`src/hw/rtl/rclm_pkg.sv`:
```
// Shared types, codes and constants for the rolling counter lease manager.
// Holds the request and response beat structs and the record CRC-32 function.
// Depends on nothing; every other file of the block imports it.
`timescale 1ns / 1ps
`default_nettype none

package rclm_pkg;

  localparam int unsigned CTR_W = 29;
  localparam int unsigned GRANT_W = 28;
  localparam int unsigned ID_TAG_W = 12;

  localparam logic [31:0] REC_MAGIC = 32'h5247_444f;
  localparam logic [31:0] REC_VERSION = 32'h0000_0001;
  localparam logic [31:0] CRC_POLY = 32'hedb8_8320;
  localparam logic [31:0] CRC_INIT = 32'hffff_ffff;
  localparam logic [31:0] GEN_MAX = 32'hffff_ffff;
  localparam logic [31:0] GEN_FIRST = 32'h0000_0001;
  localparam logic [ID_TAG_W-1:0] ID_TAG = 12'h539;

  localparam logic [31:0] COUNTER_LIMIT = 32'h1000_0000;
  localparam logic [CTR_W-1:0] CTR_LIMIT = 29'h1000_0000;
  localparam logic [CTR_W-1:0] LEASE_SIZE = 29'd64;

  localparam logic [1:0] KIND_LOAD = 2'd0;
  localparam logic [1:0] KIND_PROVISION = 2'd1;
  localparam logic [1:0] KIND_TAKE = 2'd2;
  localparam logic [1:0] KIND_ACK = 2'd3;

  localparam logic [1:0] RS_OK = 2'd0;
  localparam logic [1:0] RS_MISSING = 2'd1;

  localparam logic [1:0] RK_STATUS = 2'd0;
  localparam logic [1:0] RK_GRANT = 2'd1;
  localparam logic [1:0] RK_COMMIT = 2'd2;

  localparam logic [3:0] ERR_OK = 4'd0;
  localparam logic [3:0] ERR_UNPROVISIONED = 4'd1;
  localparam logic [3:0] ERR_INTERRUPTED = 4'd2;
  localparam logic [3:0] ERR_CORRUPT = 4'd3;
  localparam logic [3:0] ERR_EXHAUSTED = 4'd4;
  localparam logic [3:0] ERR_GEN_EXHAUSTED = 4'd5;
  localparam logic [3:0] ERR_COMMIT_FAILED = 4'd6;
  localparam logic [3:0] ERR_PROV_REFUSED = 4'd7;
  localparam logic [3:0] ERR_INVALID = 4'd8;
  localparam logic [3:0] ERR_NOT_READY = 4'd9;
  localparam logic [3:0] ERR_BUSY = 4'd10;

  typedef enum logic [1:0] {
    AWAIT_NONE,
    AWAIT_EXTEND,
    AWAIT_PROVISION
  } await_t;

  typedef struct packed {
    logic [1:0]  kind;
    logic [31:0] record_magic;
    logic [31:0] record_version;
    logic [31:0] record_identity;
    logic [31:0] record_lease_end;
    logic [31:0] record_generation;
    logic [31:0] record_crc;
    logic [1:0]  read_status;
    logic        write_pending;
    logic        commit_ok;
  } lease_req_t;

  typedef struct packed {
    logic [1:0]         result_kind;
    logic [3:0]         error_code;
    logic [GRANT_W-1:0] granted_counter;
    logic               ready_flag;
    logic [31:0]        commit_identity;
    logic [CTR_W-1:0]   commit_lease_end;
    logic [31:0]        commit_generation;
    logic [31:0]        commit_crc;
  } lease_rsp_t;

  // Reflected CRC-32 over one little-endian word, one data bit per step.
  function automatic logic [31:0] crc_word(input logic [31:0] crc_in, input logic [31:0] w);
    logic [31:0] c;
    c = crc_in;
    for (int i = 0; i < 32; i++) begin
      c = (c >> 1) ^ (((c[0] ^ w[i]) == 1'b1) ? CRC_POLY : 32'h0);
    end
    return c;
  endfunction

endpackage

`default_nettype wire

```
`src/hw/rtl/rclm_crc.sv`:
```
// Record CRC-32 unit for the lease manager: magic, version, identity,
// lease end and generation, each little-endian. Uses rclm_pkg.
// The fixed first two words are folded into a constant at elaboration.
`timescale 1ns / 1ps
`default_nettype none

module rclm_crc (
  input  wire logic [31:0] identity,
  input  wire logic [31:0] lease_end,
  input  wire logic [31:0] generation,
  output logic      [31:0] crc
);
  import rclm_pkg::*;

  localparam logic [31:0] CRC_PREFIX = crc_word(crc_word(CRC_INIT, REC_MAGIC), REC_VERSION);

  assign crc = ~crc_word(crc_word(crc_word(CRC_PREFIX, identity), lease_end), generation);

endmodule

`default_nettype wire

```
`src/hw/rtl/rclm_ctrl.sv`:
```
// Lease state and per-beat decision logic of the lease manager.
// Holds the lease registers, decides each request and builds its response.
// Uses rclm_pkg and rclm_crc.
`timescale 1ns / 1ps
`default_nettype none

module rclm_ctrl (
  input  wire logic                clk,
  input  wire logic                rst,
  input  wire logic                fire,
  input  wire rclm_pkg::lease_req_t req,
  output rclm_pkg::lease_rsp_t     rsp
);
  import rclm_pkg::*;

  logic             lease_ready, lease_ready_next;
  logic [31:0]      identity_reg, identity_reg_next;
  logic [CTR_W-1:0] next_counter, next_counter_next;
  logic [CTR_W-1:0] lease_end, lease_end_next;
  logic [31:0]      generation_reg, generation_reg_next;
  await_t           awaiting, awaiting_next;
  logic [CTR_W-1:0] proposed_end, proposed_end_next;

  logic [CTR_W-1:0] remaining;
  logic [CTR_W-1:0] ext_end;
  logic [31:0]      crc_id;
  logic [31:0]      crc_end;
  logic [31:0]      crc_gen;
  logic [31:0]      crc_val;
  logic             id_ok;
  logic [3:0]       err;

  always_comb begin
    remaining = CTR_LIMIT - lease_end;
    ext_end = lease_end + ((remaining < LEASE_SIZE) ? remaining : LEASE_SIZE);
    id_ok = (req.record_identity[ID_TAG_W-1:0] == ID_TAG);
    crc_id = (req.kind == KIND_TAKE) ? identity_reg : req.record_identity;
    crc_end = (req.kind == KIND_TAKE) ? {3'b000, ext_end} : req.record_lease_end;
    if (req.kind == KIND_LOAD) begin
      crc_gen = req.record_generation;
    end else if (req.kind == KIND_PROVISION) begin
      crc_gen = GEN_FIRST;
    end else begin
      crc_gen = generation_reg + 32'd1;
    end
  end

  rclm_crc u_crc (
    .identity   (crc_id),
    .lease_end  (crc_end),
    .generation (crc_gen),
    .crc        (crc_val)
  );

  always_comb begin
    lease_ready_next = lease_ready;
    identity_reg_next = identity_reg;
    next_counter_next = next_counter;
    lease_end_next = lease_end;
    generation_reg_next = generation_reg;
    awaiting_next = awaiting;
    proposed_end_next = proposed_end;
    err = ERR_OK;
    rsp = '0;

    if (req.kind != KIND_ACK && awaiting != AWAIT_NONE) begin
      err = ERR_BUSY;
    end else begin
      case (req.kind)
        KIND_LOAD: begin
          lease_ready_next = 1'b0;
          if (req.read_status == RS_MISSING) begin
            err = req.write_pending ? ERR_INTERRUPTED : ERR_UNPROVISIONED;
          end else if (req.read_status != RS_OK || req.record_magic != REC_MAGIC ||
                       req.record_version != REC_VERSION || !id_ok ||
                       req.record_lease_end > COUNTER_LIMIT ||
                       req.record_generation == 32'd0 || req.record_crc != crc_val) begin
            err = ERR_CORRUPT;
          end else begin
            identity_reg_next = req.record_identity;
            next_counter_next = req.record_lease_end[CTR_W-1:0];
            lease_end_next = req.record_lease_end[CTR_W-1:0];
            generation_reg_next = req.record_generation;
            if (req.record_lease_end == COUNTER_LIMIT) begin
              err = ERR_EXHAUSTED;
            end else begin
              lease_ready_next = 1'b1;
            end
          end
        end
        KIND_PROVISION: begin
          if (req.read_status != RS_MISSING || req.write_pending) begin
            lease_ready_next = 1'b0;
            err = ERR_PROV_REFUSED;
          end else if (!id_ok || req.record_lease_end >= COUNTER_LIMIT) begin
            lease_ready_next = 1'b0;
            err = ERR_INVALID;
          end else begin
            identity_reg_next = req.record_identity;
            proposed_end_next = req.record_lease_end[CTR_W-1:0];
            awaiting_next = AWAIT_PROVISION;
            rsp.result_kind = RK_COMMIT;
            rsp.commit_identity = req.record_identity;
            rsp.commit_lease_end = req.record_lease_end[CTR_W-1:0];
            rsp.commit_generation = GEN_FIRST;
            rsp.commit_crc = crc_val;
          end
        end
        KIND_TAKE: begin
          if (!lease_ready) begin
            err = ERR_NOT_READY;
          end else if (next_counter >= CTR_LIMIT) begin
            lease_ready_next = 1'b0;
            err = ERR_EXHAUSTED;
          end else if (next_counter == lease_end) begin
            if (generation_reg == GEN_MAX) begin
              lease_ready_next = 1'b0;
              err = ERR_GEN_EXHAUSTED;
            end else begin
              proposed_end_next = ext_end;
              awaiting_next = AWAIT_EXTEND;
              rsp.result_kind = RK_COMMIT;
              rsp.commit_identity = identity_reg;
              rsp.commit_lease_end = ext_end;
              rsp.commit_generation = generation_reg + 32'd1;
              rsp.commit_crc = crc_val;
            end
          end else begin
            rsp.result_kind = RK_GRANT;
            rsp.granted_counter = next_counter[GRANT_W-1:0];
            next_counter_next = next_counter + 29'd1;
          end
        end
        KIND_ACK: begin
          awaiting_next = AWAIT_NONE;
          case (awaiting)
            AWAIT_EXTEND: begin
              if (!req.commit_ok) begin
                lease_ready_next = 1'b0;
                err = ERR_COMMIT_FAILED;
              end else begin
                lease_end_next = proposed_end;
                generation_reg_next = generation_reg + 32'd1;
                rsp.result_kind = RK_GRANT;
                rsp.granted_counter = next_counter[GRANT_W-1:0];
                next_counter_next = next_counter + 29'd1;
              end
            end
            AWAIT_PROVISION: begin
              if (!req.commit_ok) begin
                lease_ready_next = 1'b0;
                err = ERR_COMMIT_FAILED;
              end else begin
                next_counter_next = proposed_end;
                lease_end_next = proposed_end;
                generation_reg_next = GEN_FIRST;
                lease_ready_next = 1'b1;
              end
            end
            default: begin
            end
          endcase
        end
        default: begin
        end
      endcase
    end

    rsp.error_code = err;
    rsp.ready_flag = lease_ready_next;
  end

  always_ff @(posedge clk) begin
    if (rst) begin
      lease_ready <= 1'b0;
      identity_reg <= '0;
      next_counter <= '0;
      lease_end <= '0;
      generation_reg <= '0;
      awaiting <= AWAIT_NONE;
      proposed_end <= '0;
    end else if (fire) begin
      lease_ready <= lease_ready_next;
      identity_reg <= identity_reg_next;
      next_counter <= next_counter_next;
      lease_end <= lease_end_next;
      generation_reg <= generation_reg_next;
      awaiting <= awaiting_next;
      proposed_end <= proposed_end_next;
    end
  end

endmodule

`default_nettype wire

```
`src/hw/rtl/rolling_counter_lease_manager.sv`:
```
// Top level of the rolling counter lease manager: input register, lease
// decision logic and output register with valid/stall flow control.
// Uses rclm_pkg and rclm_ctrl.
//
//   channel   direction   payload       handshake
//   req       in          lease_req_t   req_valid / req_stall
//   rsp       out         lease_rsp_t   rsp_valid / rsp_stall
//
// One request beat is taken per cycle while req_stall is low, and each gives
// exactly one response beat. A beat is decided from the input register once
// the output register can take it; its response is loaded there and the lease
// state is updated together, ready for the next beat straight behind it.
// Reset clears the lease state and both valid flags.
// A stall on a valid rsp holds the output register and, once the input register is
// full, raises req_stall in the same cycle.
`timescale 1ns / 1ps
`default_nettype none

module rolling_counter_lease_manager (
  input  wire logic                 clk,
  input  wire logic                 rst,
  input  wire logic                 req_valid,
  output logic                      req_stall,
  input  wire rclm_pkg::lease_req_t req,
  output logic                      rsp_valid,
  input  wire logic                 rsp_stall,
  output rclm_pkg::lease_rsp_t      rsp
);
  import rclm_pkg::*;

  lease_req_t req_hold;
  logic       hold_valid;
  lease_rsp_t rsp_calc;
  logic       out_load;
  logic       fire;
  logic       hold_open;

  assign out_load = !rsp_valid || !rsp_stall;
  assign fire = hold_valid && out_load;
  assign hold_open = !hold_valid || fire;
  assign req_stall = !hold_open;

  rclm_ctrl u_ctrl (
    .clk  (clk),
    .rst  (rst),
    .fire (fire),
    .req  (req_hold),
    .rsp  (rsp_calc)
  );

  always_ff @(posedge clk) begin
    if (rst) begin
      hold_valid <= 1'b0;
      rsp_valid <= 1'b0;
    end else begin
      if (hold_open) begin
        hold_valid <= req_valid;
      end
      if (out_load) begin
        rsp_valid <= hold_valid;
      end
    end
  end

  always_ff @(posedge clk) begin
    if (hold_open && req_valid) begin
      req_hold <= req;
    end
    if (fire) begin
      rsp <= rsp_calc;
    end
  end

endmodule

`default_nettype wire

```
`config.mk`:
```
export PLATFORM = sky130hd
export DESIGN_NAME = rolling_counter_lease_manager
export DESIGN_NICKNAME = d
export VERILOG_FILES = /design/src/hw/rtl/rclm_pkg.sv /design/src/hw/rtl/rclm_crc.sv /design/src/hw/rtl/rclm_ctrl.sv /design/src/hw/rtl/rolling_counter_lease_manager.sv
export SDC_FILE = /design/constraint.sdc
export NUM_CORES = 1
export LEC_CHECK = 0
export BUFFER_PORTS_ARGS = -buffer_cell sky130_fd_sc_hd__buf_2
export CORE_MARGIN = 4
export CORE_UTILIZATION = 55
export CTS_CLUSTER_DIAMETER = 30
export DETAILED_ROUTE_END_ITERATION = 16
export GPL_TIMING_DRIVEN = 0
export PLACE_DENSITY_LB_ADDON = 0.08
export RECOVER_POWER = 50
export SLEW_MARGIN = 20
export SYNTH_ARGS = -nofsm -noshare
export SYNTH_HDL_FRONTEND = slang
export SYNTH_SLANG_ARGS = --single-unit
```
`constraint.sdc`:
```
create_clock -name clk -period 22.1 [get_ports clk]
set_input_delay 3.315 -clock clk [delete_from_list [all_inputs] [get_ports clk]]
set_output_delay 3.315 -clock clk [all_outputs]
set_load 0.01 [all_outputs]
```
After elaboration in Yosys (flattened, before gate mapping)
Cells that the tools add are included.
Cells by class
  add/subtract/negate cells: 4
  order comparisons: 4
  equality and inequality tests: 29
  mux-type cells: 186
  bitwise operators: 193
  reduce and logical (&&, ||, !) cells: 34
Operators by type and width (count)
  $mux 32: 108
  $xor 31x32->32: 95
  $mux 125: 6
  $mux 29: 15
  $pmux 125 s2: 1
  $pmux 32 s2: 3
  $pmux 29 s2: 3
  $mux 28: 5
  $xor 1x1->1: 95
  $pmux 29 s3: 1
  $pmux 28 s2: 1
  $add 32x1->32 const B: 1
  $eq 32x29->1 const B: 1
  $eq 32x32->1 const B: 1
  $ge 32x29->1 const B: 1
  $gt 32x29->1 const B: 1
  $logic_not 32->1: 1
  $mux 4: 8
  $ne 32x1->1 const B: 1
  $ne 32x31->1 const B: 1
  $ne 32x32->1: 1
  $not 32->32: 1
  $add 29x1->29 const B: 1
  $add 29x29->29: 1
  31 further kinds: 97
Word-level totals
  register bits after elaboration: 514
  input bits: 202
  output and inout port bits: 162
  word-level logic and storage cells: 477

Depth between registers and ports, before layout
  word-level depth: 296
  depth in mapped cells: 44
  depth with buffers taken out: 39

Modules after synthesis
Synthesis repeated with hierarchy kept, for this count alone.
Unflattened totals
  cell total of the unflattened synthesis: 2988
  area, all modules: 35481.5 um^2
Modules (own cells, without submodules)
  rclm_ctrl: instances 1, cells an instance 1864, area an instance 13541.7 um^2, seq. area each 3083.0 um^2
  rclm_crc: instances 1, cells an instance 756, area an instance 11103.1 um^2, seq. area each 0.0 um^2
  rolling_counter_lease_manager: instances 1, cells an instance 368, area an instance 10836.6 um^2, seq. area each 10790.3 um^2

Worst setup path after synthesis
OpenSTA, ideal clock, no wires.
  kind: input -> register
  start point: input port rsp_stall
  end point: register u_ctrl.lease_end[18]
  library setup time: 0.095 ns
  data arrival time: 18.833 ns
  data required time: 22.005 ns
  path slack: 3.172 ns
  stages: 7
  path buffers: 2
  cells stage by stage: a21boi_0 o21ai_0 a21oi_1 nand3_1 clkbuf_1 buf_2 a221oi_1
Between the ends
  cells in the longest elaborated chain, start to end: 4
Ends and longest elaborated chain
  start: declaration: RTL line rolling_counter_lease_manager.sv:26  | input wire logic rsp_stall,
  $logic_not 1->1: RTL line rolling_counter_lease_manager.sv:38  | assign out_load = !rsp_valid || !rsp_stall;
  $logic_or 1x1->1: RTL line rolling_counter_lease_manager.sv:38
  $logic_and 1x1->1: RTL line rolling_counter_lease_manager.sv:39  | assign fire = hold_valid && out_load;
  $reduce_and 7->1 (no source line)
  end signal: assignment: RTL line rclm_ctrl.sv:186  | lease_end <= lease_end_next;
  end: declaration: RTL line rclm_ctrl.sv:19  | logic [CTR_W-1:0] lease_end, lease_end_next;
No other way between the ends.
A chain may end at the register's enable or synchronous reset.

Worst setup path after layout
  start point: register u_ctrl.lease_end[0]
  end point: register u_ctrl.generation_reg[18]
Between the ends
  cells in the longest elaborated chain, start to end: 96
  elaborated cells between the ends (all ways): 202
  classes of those cells: add/sub (2); order compare (1); eq/ne (2); mux (66); bitwise (129); reduce/logical (2)
Ends and longest elaborated chain
  $sub 29x29->29: RTL line rclm_ctrl.sv:34  | remaining = CTR_LIMIT - lease_end;
  $lt 29x7->1: RTL line rclm_ctrl.sv:35  | ext_end = lease_end + ((remaining < LEASE_SIZE) ? remaining : LEASE_SIZE);
  $mux 29: RTL line rclm_ctrl.sv:35
  $add 29x29->29 (*): RTL line rclm_ctrl.sv:35
  $mux 32 (*): RTL line rclm_ctrl.sv:38  | crc_end = (req.kind == KIND_TAKE) ? {3'b000, ext_end} : req.record_lease_end;
  $xor 1x1->1: RTL line rclm_pkg.sv:84  | c = (c >> 1) ^ (((c[0] ^ w[i]) == 1'b1) ? CRC_POLY : 32'h0);
  $mux 32: RTL line rclm_pkg.sv:84
  $xor 31x32->32 (6 in series): RTL line rclm_pkg.sv:84
  [... 72 more ...]
  $xor 1x1->1 or $xor 31x32->32 (tied branches): RTL line rclm_pkg.sv:84
  $mux 32 or $xor 31x32->32 (tied branches): RTL line rclm_pkg.sv:84
  $xor 31x32->32 (*) (4 in series): RTL line rclm_pkg.sv:84
  $not 32->32 (*): RTL line rclm_crc.sv:17  | assign crc = ~crc_word(crc_word(crc_word(CRC_PREFIX, identity), lease_end), generation);
  $ne 32x32->1 (*): RTL line rclm_ctrl.sv:77  | req.record_generation == 32'd0 || req.record_crc != crc_val) begin
  $logic_or 1x1->1 (*): RTL line rclm_ctrl.sv:77
  $ne 2x2->1 (no source line) (*)
  $reduce_and 8->1 (no source line) (*)
  end signal: assignment: RTL line rclm_ctrl.sv:187  | generation_reg <= generation_reg_next;
  end: declaration: RTL line rclm_ctrl.sv:20  | logic [31:0] generation_reg, generation_reg_next;
Every way passes the cells marked *; elsewhere a longest branch is shown, timed or not.

==> summary.md <==
| Metric | Value |
|---|---|
| Status | `finished with violations` |
| Violated checks | `capacitance limit, slew limit` |
| Clock buffer count from CTS | `104` |
| Critical path's most frequent cell | `xnor3_1` |
| Dpl cell area | `40700 µm²` |
| Crit path required time | `22.55 ns` |
| Post-route ant nets | `0` |
| Ys Warns | `0` |
| Post-CTS Repair Setup Buffers | `0` |
| Die Y-Extent | `268 µm` |
| Max_cap viols | `4` |
| Synth Area in Compound Gates | `10.7%` |
| Leading area contributor after synthesis | `edfxtp_1` |
| Post-synth top area share | `28.8%` |
| CP Depth | `38` |
| Drt drc | `0` |
| Gr usage total | `36.3%` |
| CTS clk-pin slew, worst paths | `0.05 ns` |
| CP peak stage delay | `roughly 1.0 ns` |
| Max Clock Freq | `about 0.058 GHz` |
| Initial antenna violation count | `5` |
| Post-cts sizing count | `0` |
| Initial DRC count | `around 3.1k` |
| Worst hold start | `u_ctrl.generation_reg[26]` |
| Setup-failing EPs final | `0` |
| Min-Delay Path Depth | `2` |
| Num rows | `95` |
| Hold Crit Class | `reg2reg` |
| Synth Cell Area | `37300 µm²` |
| Core ar. | `67200 µm²` |
| Synth Area in XOR/XNOR | `35.7%` |
| Die width | `between 200 and 300 µm` |
| Hold_buf cts | `0` |
| Fin util | `65.6%` |
| Mapped Avg Cell Area | `11.4 µm²` |
| Global-route wire length before repair | `193000 µm` |
| Hold Vio Cnt, Final | `0` |
| Max Clock Skew | `0.0568 ns` |
| Drt total wl | `133000 µm` |
| CTS tree | `built` |
| Yosys cell types | `92` |
| Worst Hold End | `u_ctrl.generation_reg[26]` |
| Post-Synth Adder-Cell Area | `0.973%` |
| EDFF count, synth | `358` |
| Largest net degree at the start of global routing | `34` |
| Crit Reg-Reg Endpoint | `u_ctrl.generation_reg[18]` |
| Crit path kind | `reg2reg` |
| RR Startpoint | `u_ctrl.lease_end[0]` |
| Startpoint Class | `flip-flop` |
| Tmin final | `around 17 ns` |
| Worst path bufs/invs | `4` |
| Ys async rst share | `0%` |
| Worst slew pin tran | `2.59 ns` |
| Die area | `between 70000 and 80000 µm²` |
| Vias after detailed routing | `29.1k` |
| Reg2Reg Setup Slack | `roughly 5 ns` |
| CTS Sinks | `around 510` |
| Combinational family with the most area after synthesis | `XOR/XNOR gates` |
| Top flop regs | `req_hold x198, rsp x160` |
| Slew Limit Headroom | `-74.2%` |
| Pins Over Slew Limit | `86` |
| I/O pin total | `~360` |
| Flops & latches, synth | `514` |
| Wire per inst | `about 28 µm` |
| Reg with most FFs | `req_hold` |
| Reg2Reg Depth | `38` |
| Critical-path top delay cell | `xnor2_1` |
| Synth-to-layout area growth | `18.1%` |
| TNS Setup | `0 ns` |
| Crit path arrival time | `17.55 ns` |
| Main synth FF type | `edfxtp_1` |
| # port buffers | `362` |
| Worst path top cell family by delay | `XOR/XNOR gates` |
| Most frequent cell after synthesis | `xnor2_1` |
| Worst-Skew Late Latency | `0.67 ns` |
| First-pass iteration count of the detailed router | `7` |
| Cells after Synth | `3258` |
| Share of layout cells above drive strength 1 | `16.2%` |
| RD Place Congestion | `1.01` |
| Mux cell area share after synthesis | `under 10%` |
| Post-route cell area | `~44000 µm²` |
| Synth top area cells | `edfxtp_1, xnor3_1, xnor2_1, dfxtp_1, xor2_1` |
| Vias per cell | `approximately 6.2` |
| Final Cycle Share | `77.4%` |
| Max reg flops | `198` |
| Post-synthesis simple-gate area fraction | `roughly a tenth` |
| Endpoint class of the critical path | `flip-flop` |
| Initial core utilization | `between 50% and 60%` |
| Clock root buffer | `clkbuf_16` |
| Final HPWL from detailed placement | `107000 µm` |
| Unrepaired setup endpoints after global routing | `false` |
| H-tree lvl count | `3` |
| Nets | `3984` |
| CTS Buffer Depth | `3` |
| Vias in the first global route | `29.1k` |
| Crit path max fanout | `10` |
| Total global routing overflow | `0` |
| Post-synth top cells | `xnor2_1, edfxtp_1, xnor3_1` |
| Sequential element share of the synthesized area | `37.2%` |
## logic make-up (layout without fill, tap and decap cells)
logic type	Yosys count	count (layout)
multiplexers	82	82
buffers and inverters	272	846
flip-flops	514	514
other	1	15
AO/OA/AOI/OAI	597	597
AND/OR/NAND/NOR	752	752
XOR/XNOR	1011	1011
adder cells (fa/ha/maj)	29	29
## cell usage in the layout, fill, tap and decap left out, types with 16 or more instances in the layout
master,synthesis,routed
inv_1,83,83
xor2_1,205,205
nor3_1,45,45
nand4_1,28,28
clkbuf_1,133,255
dfxtp_1,156,156
nor2_1,220,220
nand2_1,141,141
xnor3_1,228,228
clkbuf_16,0,106
edfxtp_1,358,358
a31oi_1,17,17
o21ai_0,151,151
a22o_1,33,33
nor4_1,43,41
mux2i_1,65,64
a21oi_1,169,169
a22oi_1,20,20
a221oi_2,20,20
clkinv_2,0,16
and2_1,54,54
xor3_1,31,31
xnor2_2,24,24
nand3_1,92,92
xnor2_1,476,476
buf_2,28,295
and3_1,43,43
xnor3_2,16,16
ha_1,29,29
a211oi_1,41,39
a221oi_1,42,42
## worst min-delay path, delay by kind of cell (launching register included)
family,cells,cell delay [ns]
buf+inv,1,0.07
compound gates,1,0.05
flops,1,0.32
## final cells by class
type	instances	area, µm²
fill	5191	23100
inverter	87	329
clock inverter	68	918
buffer	185	793
clock buffer	128	2800
sequential	514	13900
timing repair buffer	378	1860
multi-input combinational	2483	22400
tap	873	1090
antenna	3	7.51
## metrics by stage
step                hold WS (ns)  instances  setup slack, ns
floorplan                  0.444       3269             3.17
global placement           0.467       4504            -6.03
detailed placement         0.489       4520             5.43
CTS                        0.495       4716             5.33
global route               0.514       4718             4.53
finish                     0.494       4719             5.00
## how the worst max path moves through the flow
stage,from,endpoint,slack [ns]
after global routing,u_ctrl.lease_end[0],u_ctrl.generation_reg[17],4.53
after floorplan,rsp_stall,u_ctrl.lease_end[18],3.17
after detailed placement,u_ctrl.lease_end[0],u_ctrl.generation_reg[27],5.43
final,u_ctrl.lease_end[0],u_ctrl.generation_reg[18],5.00
after CTS,u_ctrl.lease_end[0],u_ctrl.generation_reg[27],5.33
after global placement,rsp_stall,u_ctrl.identity_reg[31],-6.03
## metal layers
layer	share of wire [%]	track usage, %
met1	38	45.4
met2	47	59.2
met3	8.8	8.19
met4	6.4	19.1
met5	0.015	0
Power is not shown: default switching activity piles up to over one toggle a cycle in this logic, so the estimate is an artifact.
